--- src/hdl/assert_macros.svh ---
// Assertion macros shared by the page allocator modules.
// Define ASSERT_OFF to compile them out; no other dependencies.
`ifndef ASSERT_MACROS_SVH
`define ASSERT_MACROS_SVH

`ifndef ASSERT_OFF

`define ASSERT_ALWAYS(label, clk, rst_n, expr) \
  label: assert property (@(posedge clk) disable iff (!rst_n) (expr)) \
    else $error("assertion failed");

`define ASSERT_IMPLIES(label, clk, rst_n, ante, cons) \
  label: assert property (@(posedge clk) disable iff (!rst_n) (ante) |-> (cons)) \
    else $error("assertion failed");

`define ASSERT_NEXT(label, clk, rst_n, ante, cons) \
  label: assert property (@(posedge clk) disable iff (!rst_n) (ante) |=> (cons)) \
    else $error("assertion failed");

`else

`define ASSERT_ALWAYS(label, clk, rst_n, expr)
`define ASSERT_IMPLIES(label, clk, rst_n, ante, cons)
`define ASSERT_NEXT(label, clk, rst_n, ante, cons)

`endif

`endif

--- src/hdl/pgalloc_pkg.sv ---
// Shared types and constants for the page allocator.
// Used by pgalloc_ctrl, pgalloc_datapath and page_allocator_with_handles.
package pgalloc_pkg;

  localparam int NUM_PAGES   = 16;
  localparam int PAGE_BYTES  = 4;
  localparam int NUM_HANDLES = 16;
  localparam int MAX_RESULTS = 16;

  localparam int PAGE_W   = $clog2(NUM_PAGES);
  localparam int HANDLE_W = $clog2(NUM_HANDLES);
  localparam int CNT_W    = $clog2(NUM_PAGES + 1);
  localparam int NEED_W   = 9;

  typedef enum logic [1:0] {
    ST_OK         = 2'd0,
    ST_NO_PAGES   = 2'd1,
    ST_NO_HANDLE  = 2'd2,
    ST_BAD_HANDLE = 2'd3
  } status_t;

  typedef enum logic {
    CMD_ALLOC = 1'b0,
    CMD_FREE  = 1'b1
  } command_t;

  typedef struct packed {
    logic       command;
    logic [7:0] request_bytes;
    logic [3:0] handle_in;
  } in_req_t;

  typedef struct packed {
    logic [1:0] status;
    logic [3:0] handle_out;
    logic [3:0] page_index;
    logic       last;
  } out_res_t;

  typedef struct packed {
    logic    load;
    logic    grab;
    logic    alloc_step;
    logic    free_step;
    logic    release_handle;
    logic    emit;
    status_t emit_st;
  } dp_cmd_t;

  typedef struct packed {
    logic is_free;
    logic need_ok;
    logic handle_avail;
    logic target_used;
    logic alloc_final;
    logic scan_end;
    logic out_room;
  } dp_stat_t;

endpackage

--- src/hdl/pgalloc_ctrl.sv ---
// Sequencer for allocate and free requests.
// Depends on pgalloc_pkg; drives pgalloc_datapath through dp_cmd_t.
`include "assert_macros.svh"

module pgalloc_ctrl
  import pgalloc_pkg::*;
(
  input  logic     clk,
  input  logic     rst_n,
  input  logic     in_valid,
  output logic     in_ready,
  input  dp_stat_t stat,
  output dp_cmd_t  cmd
);

  typedef enum logic [2:0] {
    S_IDLE,
    S_DECIDE,
    S_ALLOC,
    S_FREE,
    S_FREE_DONE
  } state_t;

  state_t state_r, state_nxt;

  assign in_ready = (state_r == S_IDLE);

  always_comb begin
    state_nxt = state_r;
    cmd       = '0;
    cmd.emit_st = ST_OK;
    case (state_r)
      S_IDLE: begin
        if (in_valid) begin
          cmd.load  = 1'b1;
          state_nxt = S_DECIDE;
        end
      end
      S_DECIDE: begin
        if (stat.is_free) begin
          if (stat.target_used) begin
            state_nxt = S_FREE;
          end else if (stat.out_room) begin
            cmd.emit    = 1'b1;
            cmd.emit_st = ST_BAD_HANDLE;
            state_nxt   = S_IDLE;
          end
        end else if (!stat.need_ok) begin
          if (stat.out_room) begin
            cmd.emit    = 1'b1;
            cmd.emit_st = ST_NO_PAGES;
            state_nxt   = S_IDLE;
          end
        end else if (!stat.handle_avail) begin
          if (stat.out_room) begin
            cmd.emit    = 1'b1;
            cmd.emit_st = ST_NO_HANDLE;
            state_nxt   = S_IDLE;
          end
        end else begin
          cmd.grab  = 1'b1;
          state_nxt = S_ALLOC;
        end
      end
      S_ALLOC: begin
        if (stat.out_room) begin
          cmd.alloc_step = 1'b1;
          if (stat.alloc_final) begin
            state_nxt = S_IDLE;
          end
        end
      end
      S_FREE: begin
        cmd.free_step = 1'b1;
        if (stat.scan_end) begin
          state_nxt = S_FREE_DONE;
        end
      end
      S_FREE_DONE: begin
        if (stat.out_room) begin
          cmd.emit           = 1'b1;
          cmd.emit_st        = ST_OK;
          cmd.release_handle = 1'b1;
          state_nxt          = S_IDLE;
        end
      end
      default: begin
        state_nxt = S_IDLE;
      end
    endcase
  end

  always_ff @(posedge clk) begin
    if (!rst_n) begin
      state_r <= S_IDLE;
    end else begin
      state_r <= state_nxt;
    end
  end

  `ASSERT_IMPLIES(a_alloc_needs_room, clk, rst_n, cmd.alloc_step, stat.out_room)
  `ASSERT_NEXT(a_final_ends_alloc, clk, rst_n,
               state_r == S_ALLOC && cmd.alloc_step && stat.alloc_final, state_r == S_IDLE)
  `ASSERT_IMPLIES(a_grab_has_handle, clk, rst_n, cmd.grab,
                  stat.handle_avail && stat.need_ok && !stat.is_free)

endmodule

--- src/hdl/pgalloc_datapath.sv ---
// Page and handle tables, scan counters and result register.
// Depends on pgalloc_pkg; commanded by pgalloc_ctrl.
`include "assert_macros.svh"

module pgalloc_datapath
  import pgalloc_pkg::*;
(
  input  logic     clk,
  input  logic     rst_n,
  input  in_req_t  in_req,
  input  dp_cmd_t  cmd,
  output dp_stat_t stat,
  output logic     out_valid,
  input  logic     out_ready,
  output out_res_t out_res
);

  logic [NUM_PAGES-1:0]   page_used_r;
  logic [NUM_HANDLES-1:0] handle_used_r;
  logic [HANDLE_W-1:0]    page_owner_r [NUM_PAGES];
  logic [CNT_W-1:0]       free_cnt_r;
  logic                   out_valid_r;
  out_res_t               out_r;
  logic                   is_free_r;
  logic [NEED_W-1:0]      need_r;
  logic [HANDLE_W-1:0]    handle_r;
  logic [PAGE_W-1:0]      idx_r;
  logic [CNT_W-1:0]       got_r;

  logic [HANDLE_W-1:0]    pick;
  logic                   hit;
  logic                   owned;
  logic                   final_hit;

  always_comb begin
    pick = '0;
    for (int h = NUM_HANDLES - 1; h >= 0; h--) begin
      if (!handle_used_r[h]) begin
        pick = HANDLE_W'(h);
      end
    end
  end

  assign hit       = !page_used_r[idx_r];
  assign owned     = page_used_r[idx_r] && (page_owner_r[idx_r] == handle_r);
  assign final_hit = hit && ((NEED_W'(got_r) + NEED_W'(1)) == need_r);

  assign stat.is_free      = is_free_r;
  assign stat.need_ok      = (need_r <= NEED_W'(free_cnt_r)) &&
                             (need_r <= NEED_W'(MAX_RESULTS));
  assign stat.handle_avail = !(&handle_used_r);
  assign stat.target_used  = handle_used_r[handle_r];
  assign stat.alloc_final  = final_hit;
  assign stat.scan_end     = (idx_r == PAGE_W'(NUM_PAGES - 1));
  assign stat.out_room     = !out_valid_r || out_ready;

  assign out_valid = out_valid_r;
  assign out_res   = out_r;

  always_ff @(posedge clk) begin
    if (!rst_n) begin
      page_used_r   <= '0;
      handle_used_r <= '0;
      free_cnt_r    <= CNT_W'(NUM_PAGES);
      out_valid_r   <= 1'b0;
    end else begin
      if (out_valid_r && out_ready) begin
        out_valid_r <= 1'b0;
      end
      if (cmd.grab) begin
        handle_used_r[pick] <= 1'b1;
      end
      if (cmd.release_handle) begin
        handle_used_r[handle_r] <= 1'b0;
      end
      if (cmd.alloc_step && hit) begin
        page_used_r[idx_r] <= 1'b1;
        free_cnt_r         <= free_cnt_r - CNT_W'(1);
        out_valid_r        <= 1'b1;
      end
      if (cmd.free_step && owned) begin
        page_used_r[idx_r] <= 1'b0;
        free_cnt_r         <= free_cnt_r + CNT_W'(1);
      end
      if (cmd.emit) begin
        out_valid_r <= 1'b1;
      end
    end
  end

  always_ff @(posedge clk) begin
    if (cmd.load) begin
      is_free_r <= in_req.command;
      need_r    <= NEED_W'(in_req.request_bytes / PAGE_BYTES) + NEED_W'(1);
      handle_r  <= HANDLE_W'(in_req.handle_in);
      idx_r     <= '0;
      got_r     <= '0;
    end
    if (cmd.grab) begin
      handle_r <= pick;
    end
    if (cmd.alloc_step || cmd.free_step) begin
      idx_r <= idx_r + PAGE_W'(1);
    end
    if (cmd.alloc_step && hit) begin
      page_owner_r[idx_r] <= handle_r;
      got_r               <= got_r + CNT_W'(1);
      out_r.status        <= ST_OK;
      out_r.handle_out    <= 4'(handle_r);
      out_r.page_index    <= 4'(idx_r);
      out_r.last          <= final_hit;
    end
    if (cmd.emit) begin
      out_r.status     <= cmd.emit_st;
      out_r.handle_out <= (cmd.emit_st == ST_OK || cmd.emit_st == ST_BAD_HANDLE) ?
                          4'(handle_r) : 4'd0;
      out_r.page_index <= 4'd0;
      out_r.last       <= 1'b1;
    end
  end

  `ASSERT_ALWAYS(a_free_count, clk, rst_n,
                 free_cnt_r == CNT_W'($countones(~page_used_r)))
  `ASSERT_IMPLIES(a_grab_free_handle, clk, rst_n, cmd.grab, !handle_used_r[pick])
  `ASSERT_IMPLIES(a_release_busy, clk, rst_n, cmd.release_handle, handle_used_r[handle_r])
  `ASSERT_IMPLIES(a_single_emit, clk, rst_n, cmd.emit, !(cmd.alloc_step && hit))

endmodule

--- src/hdl/page_allocator_with_handles.sv ---
// Top level of the page allocator: joins controller and datapath.
// Depends on pgalloc_pkg, pgalloc_ctrl and pgalloc_datapath.
//
//   channel | ports                         | payload
//   in      | in_valid, in_ready, in_req    | in_req_t: command, request_bytes, handle_in
//   out     | out_valid, out_ready, out_res | out_res_t: status, handle_out, page_index, last
//
// One request at a time: an accept state and a decide state, then the scan.
// Allocate emits one result per page it takes and ends on its last page.
// Free scans all NUM_PAGES pages and emits one result after.
// Failures answer from the decide state. A stalled output register holds the allocate
// scan and every pending result. Reset (rst_n low, synchronous) marks every page and
// handle free at once.
module page_allocator_with_handles
  import pgalloc_pkg::*;
(
  input  logic     clk,
  input  logic     rst_n,
  input  logic     in_valid,
  output logic     in_ready,
  input  in_req_t  in_req,
  output logic     out_valid,
  input  logic     out_ready,
  output out_res_t out_res
);

  dp_cmd_t  cmd;
  dp_stat_t stat;

  pgalloc_ctrl u_ctrl (
    .clk      (clk),
    .rst_n    (rst_n),
    .in_valid (in_valid),
    .in_ready (in_ready),
    .stat     (stat),
    .cmd      (cmd)
  );

  pgalloc_datapath u_datapath (
    .clk       (clk),
    .rst_n     (rst_n),
    .in_req    (in_req),
    .cmd       (cmd),
    .stat      (stat),
    .out_valid (out_valid),
    .out_ready (out_ready),
    .out_res   (out_res)
  );

endmodule
--- config.mk ---
export PLATFORM = sky130hd
export DESIGN_NAME = page_allocator_with_handles
export DESIGN_NICKNAME = d
export VERILOG_FILES = /design/src/hdl/pgalloc_pkg.sv /design/src/hdl/pgalloc_ctrl.sv /design/src/hdl/pgalloc_datapath.sv /design/src/hdl/page_allocator_with_handles.sv
export VERILOG_INCLUDE_DIRS = /design/src /design/src/hdl
export SDC_FILE = /design/constraint.sdc
export NUM_CORES = 1
export LEC_CHECK = 0
export ABC_AREA = 1
export BUFFER_PORTS_ARGS = -buffer_cell sky130_fd_sc_hd__buf_4
export CORE_MARGIN = 2
export CORE_UTILIZATION = 28
export CTS_BUF_LIST = sky130_fd_sc_hd__clkbuf_4
export DETAILED_ROUTE_END_ITERATION = 7
export GPL_TIMING_DRIVEN = 0
export PLACE_DENSITY = 0.47
export SKIP_CTS_REPAIR_TIMING = 1
export SLEW_MARGIN = 20
export SYNTH_ARGS = -nofsm -noshare
export SYNTH_HDL_FRONTEND = slang
export SYNTH_SLANG_ARGS = --single-unit
--- constraint.sdc ---
create_clock -name clk -period 2.74 [get_ports clk]
set_clock_uncertainty 0.05 [all_clocks]
set_input_delay 0.411 -clock clk [delete_from_list [all_inputs] [get_ports clk]]
set_output_delay 0.411 -clock clk [all_outputs]
set_load 0.05 [all_outputs]
==> impl_metrics.py <==
metrics = {
    "outcome": {
        "status": "complete, but fails checks",
        "violations": "setup timing",
    },
    "timing": {
        "slew_violations": 0,
        "fin_tns_setup_ns": -0.0774,
        "worst_pin_slew_ns": 0.718,
        "finalCritPeriodShare_pct": 102,
        "min_period_ns": 2.80,
        "rsz0062_at_grt": "true",
        "fin_ws_ns": -0.0640,
        "fmax_ghz": 0.357,
        "relSlewSlack_pct": 51.8,
        "hold_violations": 0,
        "finalSetupViolations": 2,
    },
    "cells_and_area": {
        "final_cells": 1187,
        "final_common_cell": "nand2_1",
        "area_delta_synth_final_pct": 20.5,
        "fin_nets": 875,
        "mostFrequentLayoutCells": "125 x nand2_1, 108 x inv_1, 91 x edfxtp_1, 56 x buf_4, 55 x nand3_1",
        "drive_gt1_share_pct": 22.0,
    },
    "clocking": {
        "path_clk_slew_ns": 0.13,
        "clk_path_buf_depth": 2,
        "cts-root-buf": "clkbuf_4",
        "htree_levels": 4,
        "cts_num_sinks": 141,
        "clk_latency_ns": 0.57,
        "cts_tree": "built",
        "cts_buffers": 17,
    },
    "setup_path": {
        "endpoint_kind": "flop",
        "worstPathArrival_ns": 3.18,
        "slowest_delay_ns": 0.35,
        "r2r_cells": 18,
        "path_max_fanout": 10,
        "crit_slowest_cell": "dfxtp_2",
        "r2r_end": "u_datapath.free_cnt_r[4]",
        "reg2reg_slack_ns": -0.06,
        "crit_buf_inv": 2,
        "crit_family": "simple AND/OR/NAND/NOR gates",
        "cp_common_cell": "nand2_1",
        "cp-start-kind": "flop",
        "path_cells": "buf_6 -> clkbuf_4 -> o21ai_1 -> nand3_1 -> nand3_2 -> nand2_1 -> nand2_1 -> nand3_2 -> nor2_4 -> nand2_4 -> ha_4 -> nand2_1 -> nor2_1 -> a211oi_2 -> nand3b_1 -> nand2_1 -> nand2_1 -> nand3_1",
        "cp.required_ns": 3.12,
        "path_class": "flop to flop",
    },
    "die": {
        "dieArea_sq_um": 26600,
        "rows": 58,
        "dieHeight_microns": 163,
        "fp.dieW_microns": 163,
        "ios": 30,
        "initial_core_util_pct": 28.4,
        "fp.coreArea_sq_um": 25000,
    },
    "synthesis": {
        "syn_avg_cell_area_sq_um": 9.29,
        "synth_flop_cell": "edfxtp_1",
        "yosysTopAreaCell": "edfxtp_1",
        "yosysSeqAreaShare_pct": 52.6,
        "ys_warn_count": 0,
        "synth.area.top_cells": "edfxtp_1 38%, dfxtp_1 14%, nand2_1 6.9%",
        "ys_ff_latch": 141,
        "syn-num-nets": 796,
        "syn-cell-area_sq_um": 7100,
        "netlist.area_leader.share_pct": 38.5,
        "async_flop_share_pct": 0,
        "ys_types": 49,
        "synthCells": 764,
        "synth_edf_count": 91,
    },
    "power": {
        "irDropWorstVdd_mv": 0.304,
        "seq_power_share_pct": 49.6,
        "p_int_mw": 3.43,
        "power_mw": 4.80,
        "sw_frac_of_total_pct": 28.4,
        "power_frac_comb_pct": 16.7,
        "p_sw_mw": 1.36,
        "leakage_nw": 3.33,
        "power_density_nw_per_um2": 561,
        "p_clk_share_pct": 33.8,
    },
    "routing": {
        "first_pass_iters": 5,
        "ant_nets": 0,
        "wl_per_cell_microns": 16.2,
        "drtIter0Drc": 326,
        "num_vias": 5614,
        "drc": 0,
        "via_per_inst": 4.73,
        "drt-total-wl_microns": 19200,
    },
    "place": {
        "dp.cells": 1120,
        "gp_congestion": 0.823,
        "port_buffers": 26,
        "dpl.hpwl_microns": 13300,
    },
    "hold_path": {
        "holdCritStartpoint": "in_req[6]",
        "min_to": "u_datapath.need_r[0]",
        "hp-class": "input pin to flop",
        "hold-path-cell-count": 2,
    },
    "global_route": {
        "grt_max_degree": 24,
        "grt-ovfl-total": 0,
        "antenna_found_initial": 1,
        "first_global_vias": 5224,
        "grt_first_pass_wirelength_microns": 29300,
        "gr-usage-all-layers_pct": 14.4,
    },
    "job": {
        "drv_cap": 0,
    },
}
## Yosys cell counts, types with 6 or more instances
| library cell | count |
|---|---|
| inv_1 | 109 |
| nor2_1 | 44 |
| buf_2 | 8 |
| o22ai_1 | 6 |
| ha_1 | 14 |
| o31ai_1 | 6 |
| a21oi_1 | 44 |
| edfxtp_1 | 91 |
| nand3_1 | 61 |
| o21ai_1 | 14 |
| dfxtp_1 | 50 |
| nand2_1 | 130 |
| inv_2 | 6 |
| o211ai_1 | 31 |
| nor3_2 | 15 |
| nand4_1 | 23 |
| nor3_1 | 10 |
| xor2_1 | 7 |
| xnor2_1 | 7 |
| buf_6 | 8 |
| o21ai_0 | 23 |
## layer usage
layer	global-route usage (%)	vias to the layer above	routed length, microns
li1	-	2807	-
met1	20.4	2678	9460
met2	22.1	110	8730
met3	3.35	19	760
met4	3.54	0	256
met5	0	-	0
## worst reg2reg max path, cell delays in order, from the launching register on
cell and delay (ns):
dfxtp_2 0.35, buf_6 0.14, clkbuf_4 0.20, o21ai_1 0.19, nand3_1 0.11, nand3_2 0.13
nand2_1 0.07, nand2_1 0.07, nand3_2 0.08, nor2_4 0.22, nand2_4 0.13, ha_4 0.25
nand2_1 0.06, nor2_1 0.04, a211oi_2 0.24, nand3b_1 0.16, nand2_1 0.06, nand2_1 0.05
nand3_1 0.06
## layout make-up
cell class	instances	area, sq um
Timing Repair Buffer	59	473
Inverter	117	450
Clock inverter	13	199
Buffer	26	210
Clock buffer	19	143
Tap cell	330	413
Antenna cell	1	2.50
Fill cell	2596	16500
Multi-Input combinational cell	480	2920
Sequential cell	141	3740
Timing Repair inverter	1	7.51
## metrics by stage
stage,utilization [%],setup WS [ns],hold slack (ns),area (sq um)
5_1_grt,34.2,-0.233,0.0196,8550
6_report,34.2,-0.0640,0.0658,8550
3_3_place_gp,30.8,-0.567,0.403,7710
2_1_floorplan,-,0.188,0.405,7100
3_5_place_dp,30.8,-0.430,0.410,7710
4_1_cts,32.1,-0.415,-0.0492,8050
## flip-flops by register name, summed over array words and instances (netlist names), named ones only
name,count
u_datapath.page_owner_r,64
u_datapath.handle_used_r,16
u_ctrl.state_r,3
u_datapath.got_r,5
u_datapath.handle_r,4
u_datapath.out_valid,1
u_datapath.page_used_r,16
u_datapath.idx_r,4
u_datapath.is_free_r,1
u_datapath.need_r,7
u_datapath.free_cnt_r,5
u_datapath.out_res,11
## how the worst max path moves through the flow
stage	cells after the start	endpoint	start	slack, ns
after floorplan	18	u_datapath.free_cnt_r[4]	u_datapath.idx_r[0]	0.19
after global placement	13	u_datapath.out_res[5]	u_datapath.handle_r[0]	-0.57
after detailed placement	13	u_datapath.out_res[5]	u_datapath.handle_r[0]	-0.43
after CTS	16	u_datapath.free_cnt_r[4]	flop	-0.42
after global routing	19	u_datapath.free_cnt_r[4]	u_datapath.idx_r[0]	-0.23
final	18	u_datapath.free_cnt_r[4]	flop	-0.06
## cell families (layout without fill, tap and decap cells)
logic type	Yosys count	after routing	share of synthesized area (%)
and+or+nand+nor	305	305	21.2
AOI/OAI and AO/OA	145	145	12.7
buffers and inverters	143	235	8.88
DFF	141	141	52.6
adders and majority gates	15	15	2.75
xor gates and xnor gates	14	14	1.73
muxes	1	1	0.159
other	0	1	0
## power groups by stage
stage | Clock, mW | Combinational [mW] | Sequential (mW)
2_1_floorplan | 0 | 0.410 | 2.46
3_3_place_gp | 0 | 0.644 | 2.46
3_5_place_dp | 0 | 0.642 | 2.45
4_1_cts | 1.65 | 0.645 | 2.41
5_1_grt | 1.73 | 0.870 | 2.38
6_report | 1.62 | 0.799 | 2.38
(Power assumes the default switching activity.)
